==> src/hw/rtl/bm3_pkg.sv <==
// bm3_pkg: shared constants, codes and types for the 3x3 binary morphology block
// no dependencies; imported by every module of the block but bm3_ram
package bm3_pkg;

    // geometry
    localparam int MAX_WIDTH_DEF = 1024;
    localparam int MASK_SIZE     = 3;
    localparam int HALF          = MASK_SIZE / 2;
    localparam int WIN_BITS      = MASK_SIZE * MASK_SIZE;

    // window shift keeps the two left columns of each row
    localparam logic [WIN_BITS-1:0] WIN_KEEP = 9'h0DB;

    // field widths
    localparam int PIX_W = 8;
    localparam int FW_W  = 11;
    localparam int FH_W  = 16;

    // configuration port
    localparam int CFG_IDX_W  = 2;
    localparam int CFG_DATA_W = 16;

    typedef enum logic [CFG_IDX_W-1:0] {
        CFG_MODE   = 2'd0,
        CFG_MASK   = 2'd1,
        CFG_WIDTH  = 2'd2,
        CFG_HEIGHT = 2'd3
    } t_cfg_idx;

    typedef enum logic {
        MODE_ERODE  = 1'b0,
        MODE_DILATE = 1'b1
    } t_mode;

    typedef enum logic {
        CMD_PIXEL = 1'b0,
        CMD_FLUSH = 1'b1
    } t_cmd;

    // register reset values
    localparam t_mode               MODE_RST   = MODE_ERODE;
    localparam logic [WIN_BITS-1:0] MASK_RST   = 9'h1FF;
    localparam logic [FW_W-1:0]     WIDTH_RST  = 11'd1024;
    localparam logic [FH_W-1:0]     HEIGHT_RST = 16'd768;

    // result queue
    localparam int OFIFO_DEPTH = 3;
    localparam int OF_CNT_W    = $clog2(OFIFO_DEPTH + 1);
    localparam int OF_PTR_W    = $clog2(OFIFO_DEPTH);

    // control word handed from the sequencer to the window stage
    typedef struct packed {
        logic pix_en;     // a pixel: read-modify-write of the line store
        logic fg;         // foreground bit of the pixel
        logic emit;       // this word gives a result
        logic use_win;    // result comes from the window (not a drained flush)
        logic on_border;  // result position lies on the image border
        logic frame_end;  // result is the last of the frame
    } t_s0_word;

endpackage

==> src/hw/rtl/bm3_ram.sv <==
// bm3_ram: generic single-clock RAM, one write and one registered read port
// depends on nothing
module bm3_ram #(
    parameter int WIDTH = 2,
    parameter int DEPTH = 1024,
    parameter int AW    = $clog2(DEPTH)
) (
    input  logic             i_clk,
    input  logic             i_we,
    input  logic [AW-1:0]    i_waddr,
    input  logic [WIDTH-1:0] i_wdata,
    input  logic             i_re,
    input  logic [AW-1:0]    i_raddr,
    output logic [WIDTH-1:0] o_rdata
);

    logic [WIDTH-1:0] r_mem [DEPTH];
    logic [WIDTH-1:0] r_rdata;

    // write port
    always_ff @(posedge i_clk) begin
        if (i_we) begin
            r_mem[i_waddr] <= i_wdata;
        end
    end

    // read port, old data on a same-address collision
    always_ff @(posedge i_clk) begin
        if (i_re) begin
            r_rdata <= r_mem[i_raddr];
        end
    end

    assign o_rdata = r_rdata;

endmodule

==> src/hw/rtl/bm3_seq.sv <==
// bm3_seq: input/output position counters, backlog and per-word decisions
// depends on bm3_pkg
module bm3_seq #(
    parameter int MAX_WIDTH = bm3_pkg::MAX_WIDTH_DEF,
    parameter int COL_W     = $clog2(MAX_WIDTH)
) (
    input  logic                 i_clk,
    input  logic                 i_rst_n,
    input  logic                 i_fire,
    input  bm3_pkg::t_cmd        i_command,
    input  logic                 i_fg,
    input  logic [bm3_pkg::FW_W-1:0] i_frame_width,
    input  logic [bm3_pkg::FH_W-1:0] i_frame_height,
    output bm3_pkg::t_s0_word    o_word,
    output logic [COL_W-1:0]     o_col
);
    import bm3_pkg::*;

    localparam int WID_W = $clog2(MAX_WIDTH + 1);
    localparam int BL_W  = $clog2(MAX_WIDTH + 3);
    localparam int CMP_W = ((WID_W > FW_W) ? WID_W : FW_W) + 2;
    localparam int ROW_X = FH_W + 1;

    logic [COL_W-1:0] r_in_col,  n_in_col;
    logic [FH_W-1:0]  r_in_row,  n_in_row;
    logic [COL_W-1:0] r_out_col, n_out_col;
    logic [FH_W-1:0]  r_out_row, n_out_row;
    logic [BL_W-1:0]  r_backlog, n_backlog;

    logic [CMP_W-1:0] w_eff;
    logic [CMP_W-1:0] fw_ext;
    logic [ROW_X-1:0] h_eff;
    logic [CMP_W-1:0] bl_ext;
    logic             is_pix;
    logic             pix_emit;
    logic             flush_ok;
    logic             emit;
    logic             out_border;
    logic             out_last;
    logic [COL_W-1:0] in_col_adv,  out_col_adv;
    logic [FH_W-1:0]  in_row_adv,  out_row_adv;

    // effective geometry
    always_comb begin
        fw_ext = CMP_W'(i_frame_width);
        if (i_frame_width == '0) begin
            w_eff = CMP_W'(1);
        end else if (fw_ext > CMP_W'(MAX_WIDTH)) begin
            w_eff = CMP_W'(MAX_WIDTH);
        end else begin
            w_eff = fw_ext;
        end
        h_eff = (i_frame_height == '0) ? ROW_X'(1) : ROW_X'(i_frame_height);
    end

    // raster advance of the input position
    always_comb begin
        in_col_adv = r_in_col + COL_W'(1);
        in_row_adv = r_in_row;
        if (CMP_W'(r_in_col) + CMP_W'(1) >= w_eff) begin
            in_col_adv = '0;
            in_row_adv = r_in_row + FH_W'(1);
            if (ROW_X'(r_in_row) + ROW_X'(1) >= h_eff) begin
                in_row_adv = '0;
            end
        end
    end

    // raster advance of the output position
    always_comb begin
        out_col_adv = r_out_col + COL_W'(1);
        out_row_adv = r_out_row;
        if (CMP_W'(r_out_col) + CMP_W'(1) >= w_eff) begin
            out_col_adv = '0;
            out_row_adv = r_out_row + FH_W'(1);
            if (ROW_X'(r_out_row) + ROW_X'(1) >= h_eff) begin
                out_row_adv = '0;
            end
        end
    end

    // border and last-position tests at the output position
    always_comb begin
        out_border = (ROW_X'(r_out_row) < ROW_X'(HALF)) ||
                     (CMP_W'(r_out_col) < CMP_W'(HALF)) ||
                     (ROW_X'(r_out_row) + ROW_X'(HALF) >= h_eff) ||
                     (CMP_W'(r_out_col) + CMP_W'(HALF) >= w_eff);
        out_last   = (ROW_X'(r_out_row) == h_eff - ROW_X'(1)) &&
                     (CMP_W'(r_out_col) == w_eff - CMP_W'(1));
    end

    // per-word decisions
    always_comb begin
        is_pix   = (i_command == CMD_PIXEL);
        bl_ext   = CMP_W'(r_backlog);
        pix_emit = (bl_ext >= w_eff + CMP_W'(1));
        flush_ok = (r_backlog != '0) && (r_in_col == '0) && (r_in_row == '0);
        emit     = is_pix ? pix_emit : flush_ok;

        o_word.pix_en    = is_pix;
        o_word.fg        = i_fg;
        o_word.emit      = emit;
        o_word.use_win   = is_pix;
        o_word.on_border = out_border;
        o_word.frame_end = out_last;
        o_col            = r_in_col;
    end

    // next state of the counters
    always_comb begin
        n_in_col  = r_in_col;
        n_in_row  = r_in_row;
        n_out_col = r_out_col;
        n_out_row = r_out_row;
        n_backlog = r_backlog;
        if (i_fire) begin
            if (is_pix) begin
                n_in_col = in_col_adv;
                n_in_row = in_row_adv;
                if (!pix_emit) begin
                    n_backlog = r_backlog + BL_W'(1);
                end
            end else if (flush_ok) begin
                n_backlog = r_backlog - BL_W'(1);
            end
            if (emit) begin
                n_out_col = out_col_adv;
                n_out_row = out_row_adv;
            end
        end
    end

    always_ff @(posedge i_clk) begin
        if (!i_rst_n) begin
            r_in_col  <= '0;
            r_in_row  <= '0;
            r_out_col <= '0;
            r_out_row <= '0;
            r_backlog <= '0;
        end else begin
            r_in_col  <= n_in_col;
            r_in_row  <= n_in_row;
            r_out_col <= n_out_col;
            r_out_row <= n_out_row;
            r_backlog <= n_backlog;
        end
    end

`ifndef ASSERT_OFF
    // the backlog never runs past one row plus the window lag
    a_backlog_bound: assert property (@(posedge i_clk) disable iff (!i_rst_n)
        CMP_W'(r_backlog) <= CMP_W'(MAX_WIDTH + 2))
        else $error("bm3_seq: backlog overflow");
`endif

endmodule

==> src/hw/rtl/bm3_window.sv <==
// bm3_window: line-store read-modify-write stage, 3x3 window and result logic
// depends on bm3_pkg; drives the write port of the line-store RAM
module bm3_window #(
    parameter int MAX_WIDTH = bm3_pkg::MAX_WIDTH_DEF,
    parameter int COL_W     = $clog2(MAX_WIDTH)
) (
    input  logic                          i_clk,
    input  logic                          i_rst_n,
    input  logic                          i_fire,
    input  bm3_pkg::t_s0_word             i_word,
    input  logic [COL_W-1:0]              i_col,
    input  bm3_pkg::t_mode                i_mode,
    input  logic [bm3_pkg::WIN_BITS-1:0]  i_mask_bits,
    input  logic [1:0]                    i_rd_data,
    output logic                          o_wr_en,
    output logic [COL_W-1:0]              o_wr_addr,
    output logic [1:0]                    o_wr_data,
    output logic                          o_res_valid,
    output logic                          o_res_fg,
    output logic                          o_res_end
);
    import bm3_pkg::*;

    logic                r_s1_valid;
    t_s0_word            r_s1_word;
    logic [COL_W-1:0]    r_s1_col;
    logic [WIN_BITS-1:0] r_window, n_window;
    logic                r_fwd_hit, n_fwd_hit;
    logic [1:0]          r_fwd_data;

    logic [1:0]          line;
    logic                bit_a;
    logic                bit_b;
    logic [WIN_BITS-1:0] hit;
    logic                win_on;

    // line bits: forward the word written in the cycle of the read
    always_comb begin
        line  = r_fwd_hit ? r_fwd_data : i_rd_data;
        bit_a = line[0];
        bit_b = line[1];
    end

    // write-back and window shift
    always_comb begin
        o_wr_en   = r_s1_valid && r_s1_word.pix_en;
        o_wr_addr = r_s1_col;
        o_wr_data = {r_s1_word.fg, bit_b};
        n_window  = ((r_window >> 1) & WIN_KEEP) |
                    {r_s1_word.fg, 2'b00, bit_b, 2'b00, bit_a, 2'b00};
        n_fwd_hit = o_wr_en && i_fire && i_word.pix_en && (i_col == r_s1_col);
    end

    // erosion or dilation over the masked window
    always_comb begin
        hit = n_window & i_mask_bits;
        if (i_mode == MODE_DILATE) begin
            win_on = (hit != '0);
        end else begin
            win_on = (hit == i_mask_bits);
        end
        o_res_valid = r_s1_valid && r_s1_word.emit;
        o_res_fg    = r_s1_word.use_win && !r_s1_word.on_border && win_on;
        o_res_end   = r_s1_word.frame_end;
    end

    // stage register
    always_ff @(posedge i_clk) begin
        if (!i_rst_n) begin
            r_s1_valid <= 1'b0;
            r_window   <= '0;
            r_fwd_hit  <= 1'b0;
        end else begin
            r_s1_valid <= i_fire;
            r_fwd_hit  <= n_fwd_hit;
            if (o_wr_en) begin
                r_window <= n_window;
            end
        end
    end

    always_ff @(posedge i_clk) begin
        if (i_fire) begin
            r_s1_word <= i_word;
            r_s1_col  <= i_col;
        end
        r_fwd_data <= o_wr_data;
    end

`ifndef ASSERT_OFF
    // a forwarded word always comes from a write in the previous cycle
    a_fwd_source: assert property (@(posedge i_clk) disable iff (!i_rst_n)
        r_fwd_hit |-> ($past(o_wr_en) && r_s1_valid && r_s1_word.pix_en))
        else $error("bm3_window: forward without a matching write");
`endif

endmodule

==> src/hw/rtl/bm3_ofifo.sv <==
// bm3_ofifo: three-word result queue between the window stage and the output port
// depends on bm3_pkg
module bm3_ofifo (
    input  logic                          i_clk,
    input  logic                          i_rst_n,
    input  logic                          i_push,
    input  logic                          i_fg,
    input  logic                          i_end,
    input  logic                          i_stall,
    output logic                          o_valid,
    output logic                          o_fg,
    output logic                          o_end,
    output logic [bm3_pkg::OF_CNT_W-1:0]  o_count
);
    import bm3_pkg::*;

    logic                r_fg  [OFIFO_DEPTH];
    logic                r_end [OFIFO_DEPTH];
    logic [OF_PTR_W-1:0] r_wr_ptr, n_wr_ptr;
    logic [OF_PTR_W-1:0] r_rd_ptr, n_rd_ptr;
    logic [OF_CNT_W-1:0] r_count,  n_count;
    logic                pop;

    // pointer and count update
    always_comb begin
        pop      = (r_count != '0) && !i_stall;
        n_wr_ptr = r_wr_ptr;
        n_rd_ptr = r_rd_ptr;
        if (i_push) begin
            n_wr_ptr = (r_wr_ptr == OF_PTR_W'(OFIFO_DEPTH - 1)) ? '0 : r_wr_ptr + OF_PTR_W'(1);
        end
        if (pop) begin
            n_rd_ptr = (r_rd_ptr == OF_PTR_W'(OFIFO_DEPTH - 1)) ? '0 : r_rd_ptr + OF_PTR_W'(1);
        end
        n_count = r_count + OF_CNT_W'(i_push) - OF_CNT_W'(pop);
    end

    always_ff @(posedge i_clk) begin
        if (!i_rst_n) begin
            r_wr_ptr <= '0;
            r_rd_ptr <= '0;
            r_count  <= '0;
        end else begin
            r_wr_ptr <= n_wr_ptr;
            r_rd_ptr <= n_rd_ptr;
            r_count  <= n_count;
        end
    end

    // storage
    always_ff @(posedge i_clk) begin
        if (i_push) begin
            r_fg[r_wr_ptr]  <= i_fg;
            r_end[r_wr_ptr] <= i_end;
        end
    end

    assign o_valid = (r_count != '0);
    assign o_fg    = r_fg[r_rd_ptr];
    assign o_end   = r_end[r_rd_ptr];
    assign o_count = r_count;

`ifndef ASSERT_OFF
    // the input stall keeps a word from arriving at a full queue
    a_no_overflow: assert property (@(posedge i_clk) disable iff (!i_rst_n)
        !(i_push && !pop && (r_count == OF_CNT_W'(OFIFO_DEPTH))))
        else $error("bm3_ofifo: push into full queue");

    // last word taken with nothing arriving leaves the queue empty
    a_drain: assert property (@(posedge i_clk) disable iff (!i_rst_n)
        (pop && !i_push && (r_count == OF_CNT_W'(1))) |=> !o_valid)
        else $error("bm3_ofifo: valid stuck after drain");
`endif

endmodule

==> src/hw/rtl/binary_morphology_3x3_top.sv <==
// binary_morphology_3x3_top: streaming 3x3 binary erosion / dilation
// depends on bm3_pkg, bm3_ram, bm3_seq, bm3_window, bm3_ofifo
//
// Usage:
//   Input channel (i_in_valid / o_in_stall) takes one word per cycle unless stalled:
//   i_command selects a raster-order pixel (bit 0 of i_pixel_in is its foreground
//   bit) or a flush, which drains one pending result once a whole frame has been
//   given. Output channel (o_out_valid / i_out_stall) gives o_pixel_out (0 or 255)
//   and o_frame_end on the last position of the frame. Border positions give 0.
//   Results trail the pixels by one row plus one pixel; a pixel word that does
//   not yet complete a window gives no result, nor does an ignored flush.
//   Configuration (i_cfg_valid / o_cfg_ready, i_cfg_index, i_cfg_data) writes
//   mode, mask, width and height; o_cfg_ready is always high. Write only when idle.
//   Throughput: one word per cycle, sustained while i_out_stall is low. The line
//   store is a single 2-bit-wide RAM read and written once per pixel; a
//   same-column read in the cycle of a write is served by forwarding.
//   Each result goes through the window stage register and the result queue.
//   Stall: a three-word result queue absorbs the pipeline; o_in_stall rises only
//   while the queue and the window stage hold that many results.
//   Reset: synchronous, active low; counters, window and queue clear, registers
//   return to erosion, full mask, 1024 x 768. The line store needs no clearing.
module binary_morphology_3x3_top #(
    parameter int MAX_WIDTH = bm3_pkg::MAX_WIDTH_DEF
) (
    input  logic                            i_clk,
    input  logic                            i_rst_n,
    // input channel
    input  logic                            i_in_valid,
    output logic                            o_in_stall,
    input  logic                            i_command,
    input  logic [bm3_pkg::PIX_W-1:0]       i_pixel_in,
    // output channel
    output logic                            o_out_valid,
    input  logic                            i_out_stall,
    output logic [bm3_pkg::PIX_W-1:0]       o_pixel_out,
    output logic                            o_frame_end,
    // configuration
    input  logic                            i_cfg_valid,
    output logic                            o_cfg_ready,
    input  logic [bm3_pkg::CFG_IDX_W-1:0]   i_cfg_index,
    input  logic [bm3_pkg::CFG_DATA_W-1:0]  i_cfg_data
);
    import bm3_pkg::*;

    localparam int COL_W = $clog2(MAX_WIDTH);

    t_mode               r_mode;
    logic [WIN_BITS-1:0] r_mask_bits;
    logic [FW_W-1:0]     r_frame_width;
    logic [FH_W-1:0]     r_frame_height;

    logic                fire;
    t_s0_word            s0_word;
    logic [COL_W-1:0]    s0_col;
    logic [1:0]          rd_data;
    logic                wr_en;
    logic [COL_W-1:0]    wr_addr;
    logic [1:0]          wr_data;
    logic                res_valid;
    logic                res_fg;
    logic                res_end;
    logic                q_fg;
    logic [OF_CNT_W-1:0] q_count;
    logic [OF_CNT_W:0]   pending;

    // configuration registers
    assign o_cfg_ready = 1'b1;

    always_ff @(posedge i_clk) begin
        if (!i_rst_n) begin
            r_mode         <= MODE_RST;
            r_mask_bits    <= MASK_RST;
            r_frame_width  <= WIDTH_RST;
            r_frame_height <= HEIGHT_RST;
        end else if (i_cfg_valid && o_cfg_ready) begin
            case (t_cfg_idx'(i_cfg_index))
                CFG_MODE:   r_mode         <= t_mode'(i_cfg_data[0]);
                CFG_MASK:   r_mask_bits    <= i_cfg_data[WIN_BITS-1:0];
                CFG_WIDTH:  r_frame_width  <= i_cfg_data[FW_W-1:0];
                CFG_HEIGHT: r_frame_height <= i_cfg_data[FH_W-1:0];
                default: begin
                end
            endcase
        end
    end

    // input stall: room for every result in flight plus one more
    always_comb begin
        pending    = (OF_CNT_W + 1)'(q_count) + (OF_CNT_W + 1)'(res_valid);
        o_in_stall = (pending > (OF_CNT_W + 1)'(OFIFO_DEPTH - 1));
        fire       = i_in_valid && !o_in_stall;
    end

    // position counters and per-word decisions
    bm3_seq #(
        .MAX_WIDTH (MAX_WIDTH),
        .COL_W     (COL_W)
    ) u_seq (
        .i_clk          (i_clk),
        .i_rst_n        (i_rst_n),
        .i_fire         (fire),
        .i_command      (t_cmd'(i_command)),
        .i_fg           (i_pixel_in[0]),
        .i_frame_width  (r_frame_width),
        .i_frame_height (r_frame_height),
        .o_word         (s0_word),
        .o_col          (s0_col)
    );

    // line store: bit 0 the row two above, bit 1 the row just above
    bm3_ram #(
        .WIDTH (2),
        .DEPTH (MAX_WIDTH),
        .AW    (COL_W)
    ) u_line_store (
        .i_clk   (i_clk),
        .i_we    (wr_en),
        .i_waddr (wr_addr),
        .i_wdata (wr_data),
        .i_re    (fire && s0_word.pix_en),
        .i_raddr (s0_col),
        .o_rdata (rd_data)
    );

    // window and result
    bm3_window #(
        .MAX_WIDTH (MAX_WIDTH),
        .COL_W     (COL_W)
    ) u_window (
        .i_clk       (i_clk),
        .i_rst_n     (i_rst_n),
        .i_fire      (fire),
        .i_word      (s0_word),
        .i_col       (s0_col),
        .i_mode      (r_mode),
        .i_mask_bits (r_mask_bits),
        .i_rd_data   (rd_data),
        .o_wr_en     (wr_en),
        .o_wr_addr   (wr_addr),
        .o_wr_data   (wr_data),
        .o_res_valid (res_valid),
        .o_res_fg    (res_fg),
        .o_res_end   (res_end)
    );

    // result queue
    bm3_ofifo u_ofifo (
        .i_clk   (i_clk),
        .i_rst_n (i_rst_n),
        .i_push  (res_valid),
        .i_fg    (res_fg),
        .i_end   (res_end),
        .i_stall (i_out_stall),
        .o_valid (o_out_valid),
        .o_fg    (q_fg),
        .o_end   (o_frame_end),
        .o_count (q_count)
    );

    assign o_pixel_out = {PIX_W{q_fg}};

endmodule

==> config.mk <==
export PLATFORM = sky130hd
export DESIGN_NAME = binary_morphology_3x3_top
export DESIGN_NICKNAME = d
export VERILOG_FILES = /design/src/hw/rtl/bm3_pkg.sv /design/src/hw/rtl/bm3_ram.sv /design/src/hw/rtl/bm3_seq.sv /design/src/hw/rtl/bm3_window.sv /design/src/hw/rtl/bm3_ofifo.sv /design/src/hw/rtl/binary_morphology_3x3_top.sv
export SDC_FILE = /design/constraint.sdc
export NUM_CORES = 2
export LEC_CHECK = 0
export ABC_AREA = 1
export BUFFER_PORTS_ARGS = -buffer_cell sky130_fd_sc_hd__clkbuf_2
export CAP_MARGIN = 25
export CORE_UTILIZATION = 38
export DETAILED_ROUTE_END_ITERATION = 16
export SLEW_MARGIN = 20
export SYNTH_ARGS = -nofsm -noshare
export SYNTH_HDL_FRONTEND = slang
export SYNTH_SLANG_ARGS = --single-unit
==> constraint.sdc <==
create_clock -name i_clk -period 16.1 [get_ports i_clk]
set_clock_uncertainty 0.1 [all_clocks]
set_input_delay 2.415 -clock i_clk [delete_from_list [all_inputs] [get_ports i_clk]]
set_output_delay 2.415 -clock i_clk [all_outputs]
set_load 0.05 [all_outputs]
==> parameters.txt <==
Parameter                              Value

Outcome
  Run status    completed

Critical path
  Start-to-end type of the worst setup path    reg -> reg
  Endpoint required time on the critical path    16.55 ns
  Dominant cell type by count on the critical path    sky130_fd_sc_hd__nand2_1
  Critical path data arrival time    6.23 ns
  Delay contributed by the slowest stage of the critical path    0.99 ns
  Cell-by-cell listing of the critical path    buf_12, buf_4, buf_4, nand2_1, o211ai_1, nand2_1, nand2_1, nand2_1, inv_1, nand2_1, nand2_1, nand2_1, nor2_1, nor2_1, nor2_1, nand3_1, nand3_1, nand2_1
  Startpoint kind of the worst setup timing path    flop
  Critical-path top delay cell    sky130_fd_sc_hd__dfxtp_4
  Top fanout value on the critical path    197
  Crit end category    flop

Synth
  Cell type with the highest aggregate area in the netlist    sky130_fd_sc_hd__edfxtp_1
  Most frequently used flop master after synthesis    sky130_fd_sc_hd__edfxtp_1
  Post-Synthesis Mean Instance Area    9.58 sq um
  Post-synthesis cell type count    50
  Mapped Area    0.0994 sq mm
  Commonest cells in the synthesized netlist    sky130_fd_sc_hd__nand2_1 (2879), sky130_fd_sc_hd__nor2_1 (2085), sky130_fd_sc_hd__edfxtp_1 (2071)
  Synth Net Count    10500
  Portion of synthesized cell area occupied by the leading cell type    0.626
  Ys Warns    0
  Number of instances in the synthesized netlist    10400
  Number of enable-type register cells in the synthesized netlist    2071
  Total of flip-flops plus latches after synthesis    2189
  Sequential fraction of the synthesis area    0.650
  Most common cell in the netlist    sky130_fd_sc_hd__nand2_1
  Share of synthesized registers carrying an async set or reset    0
  Main area contributors after synthesis    sky130_fd_sc_hd__edfxtp_1 (63%), sky130_fd_sc_hd__nand2_1 (11%), sky130_fd_sc_hd__nor2_1 (7.9%)

Timing
  Worst-Margin Slew    1.21 ns
  Final hold violation count    0
  Setup_tns    0 ns
  Setup repair after global routing missed its margin    no
  Maximum operating frequency    173 MHz
  Setup Viol. Count Final    0
  Worst slack on hold paths    0.364 ns
  Final Max Slew Viols    0
  Tmin final    5.78 ns
  Relative slew margins    0.191
  Tcrit/Tclk final    0.359

GRT
  GR Overflow Total    0
  Initial antenna violation count    7
  Wire length of the first global-routing pass    409000 um
  Largest net degree at the start of global routing    212
  GRT Resource Usage Total    0.202
  Number of global-route vias before repair    69000

Detailed routing
  First-iteration detailed-routing DRC count    7112
  Overall via count from detail_route    71100
  Routed len/inst    19.8 um
  Router iterations before antenna repair    6
  Routed vias/inst    5.18
  Antenna-violating nets left    0
  DRC violation count after routing    0
  Aggregate routed wire length    271000 um

Clock tree
  Count of H-tree levels built during CTS    4
  Buffer levels on the longest clock path    3
  Root buffer cell    sky130_fd_sc_hd__clkbuf_16
  Number of clock buffers inserted by TritonCTS    223
  Clock slew seen by the registers of the worst setup and hold paths    0.06 ns
  Clock latency at the later pin of the worst-skew pair    0.89 ns
  Post-CTS Setup Repair Bufs    0
  Number of hold buffers added after CTS    0
  CTS tree    done
  Cells resized by post-CTS repair    0
  TritonCTS Sinks    2189

Floorplanning
  Effective utilization at floorplan    0.383
  Total number of placement rows    187
  Overall die width    513 um
  Top-level I/O count    44
  Standard cell core area    0.260 sq mm
  Vert. Die Dim    513 um
  DIE AREA    0.264 sq mm

Layout
  Area growth from synthesis to layout    10.2%
  Filler Cell Count    24900
  Multi-input gate area in the final layout    0.0292 sq mm
  Share of post-route cells with drive strength above 1    0.0551
  Number of nets in the final layout    10200
  Area taken by flip-flops and latches    0.0646 sq mm

Flow run
  Max Cap Viol    0

Power and ir drop
  Pwr/cell area    120 mW/mm^2
  Worst IR drop on VDD    0.116 mV
  Static leakage power    40.9 nW

Placed design
  Final RePlAce weighted congestion    0.845
  Half-perimeter wire length after detailed placement    145000 um
  Number of buffer cells added on primary ports    35

Worst hold path
  Hold crit path type    reg -> reg
==> final timing paths <==
| kind | start | endpoint | slack [ns] | depth (start not counted) |
|---|---|---|---|---|
| worst max-delay path | u_seq.o_col[0] | u_line_store.o_rdata[0] | 10.32 | 18 |
| worst min-delay path | u_seq.r_in_row[15] | u_seq.r_in_row[15] | 0.36 | 2 |
| worst max register to register | u_seq.o_col[0] | u_line_store.o_rdata[0] | 10.32 | 18 |
| worst min register to register | u_seq.r_in_row[15] | u_seq.r_in_row[15] | 0.36 | 2 |
==> logic make-up after synthesis <==
logic type                 after synthesis  synth area share
other                                    1         0.0000377
DFF                                   2189             0.650
and+or+nand+nor                       5695             0.226
adders and majority gates               91            0.0115
AOI/OAI and AO/OA                      892            0.0475
buffers and inverters                 1422            0.0577
muxes                                    1          0.000101
xor gates and xnor gates                85           0.00777
==> power by group <==
group / leakage, nW / internal (mW) / switching [mW]
registers: 19.6 / 6.43 / 0.0558
clock network: 3.47 / 2.83 / 2.22
logic: 17.9 / 0.398 / 1.23
==> state kept, by name, summed over array words and instances, names as in the netlist, 6 cells and up, named ones only <==
register and cells:
u_line_store.r_mem 2048, r_frame_height 16, u_seq.r_in_row 16, u_seq.r_out_row 16, r_frame_width 11, u_seq.r_backlog 11, u_seq.o_col 10, u_seq.r_out_col 10
u_window.o_wr_addr 10, r_mask_bits 9, u_window.r_window 6
==> metrics by stage <==
| step | instances | setup WS, ns | power [mW] | area [sq um] | utilization |
|---|---|---|---|---|---|
| 3_5_place_dp | 13300 | 10.48 | 8.22 | 102000 | 0.394 |
| 2_1_floorplan | 10400 | 1.24 | 7.95 | 99400 | - |
| 5_1_grt | 13700 | 10.01 | 13.7 | 110000 | 0.422 |
| 6_report | 13700 | 10.32 | 13.2 | 110000 | 0.422 |
| 4_1_cts | 13700 | 10.42 | 13.2 | 109000 | 0.421 |
| 3_3_place_gp | 13300 | 10.52 | 8.20 | 102000 | 0.394 |
==> cells in the final DEF, fill, tap and decap left out, types with 7 or more instances in the layout <==
master / n
sky130_fd_sc_hd__nand2_1: 2842
sky130_fd_sc_hd__nor2_1: 2078
sky130_fd_sc_hd__edfxtp_1: 2071
sky130_fd_sc_hd__inv_1: 756
sky130_fd_sc_hd__nand3_1: 620
sky130_fd_sc_hd__o21ai_0: 562
sky130_fd_sc_hd__clkbuf_16: 223
sky130_fd_sc_hd__buf_4: 123
sky130_fd_sc_hd__a21oi_1: 119
sky130_fd_sc_hd__dfxtp_1: 114
sky130_fd_sc_hd__o21ai_1: 107
sky130_fd_sc_hd__ha_1: 90
sky130_fd_sc_hd__xor2_1: 69
sky130_fd_sc_hd__o211ai_1: 66
sky130_fd_sc_hd__clkinv_2: 53
sky130_fd_sc_hd__clkinv_1: 49
sky130_fd_sc_hd__clkbuf_1: 49
sky130_fd_sc_hd__nand4_1: 38
sky130_fd_sc_hd__nand2_2: 36
sky130_fd_sc_hd__clkbuf_2: 35
sky130_fd_sc_hd__nor3_1: 34
sky130_fd_sc_hd__bufinv_16: 17
sky130_fd_sc_hd__o22ai_1: 16
sky130_fd_sc_hd__xnor2_1: 14
sky130_fd_sc_hd__nor4_1: 14
sky130_fd_sc_hd__buf_12: 11
sky130_fd_sc_hd__clkinvlp_4: 9
sky130_fd_sc_hd__nor3_2: 8
sky130_fd_sc_hd__nor2_4: 7
sky130_fd_sc_hd__a221oi_1: 7
sky130_fd_sc_hd__clkinv_16: 7
==> worst max-delay path: cells and delay by family, from the launching register on <==
kind / cells / cell delay, ns
flip-flops: 1 / 0.99
AO/OA/AOI/OAI: 1 / 0.12
buffers and inverters: 4 / 2.29
AND/OR/NAND/NOR: 13 / 1.74
==> per-layer routing <==
layer	global-route usage	routed length (um)	share of wire
met5	0	9	0.000033
met4	0.0637	8290	0.031
met3	0.0304	19700	0.073
met2	0.341	128000	0.47
met1	0.268	115000	0.42
==> layout make-up <==
class / instances / area share
clock buffers: 272 / 0.0526
inverters: 772 / 0.0268
well taps: 3402 / 0.0389
flip-flops and latches: 2189 / 0.590
diodes: 2 / 0.0000457
clock inverters: 140 / 0.0125
repair buffers: 173 / 0.0127
multi-input cells: 6765 / 0.267
Note: power is estimated with default switching activity, not from simulation.
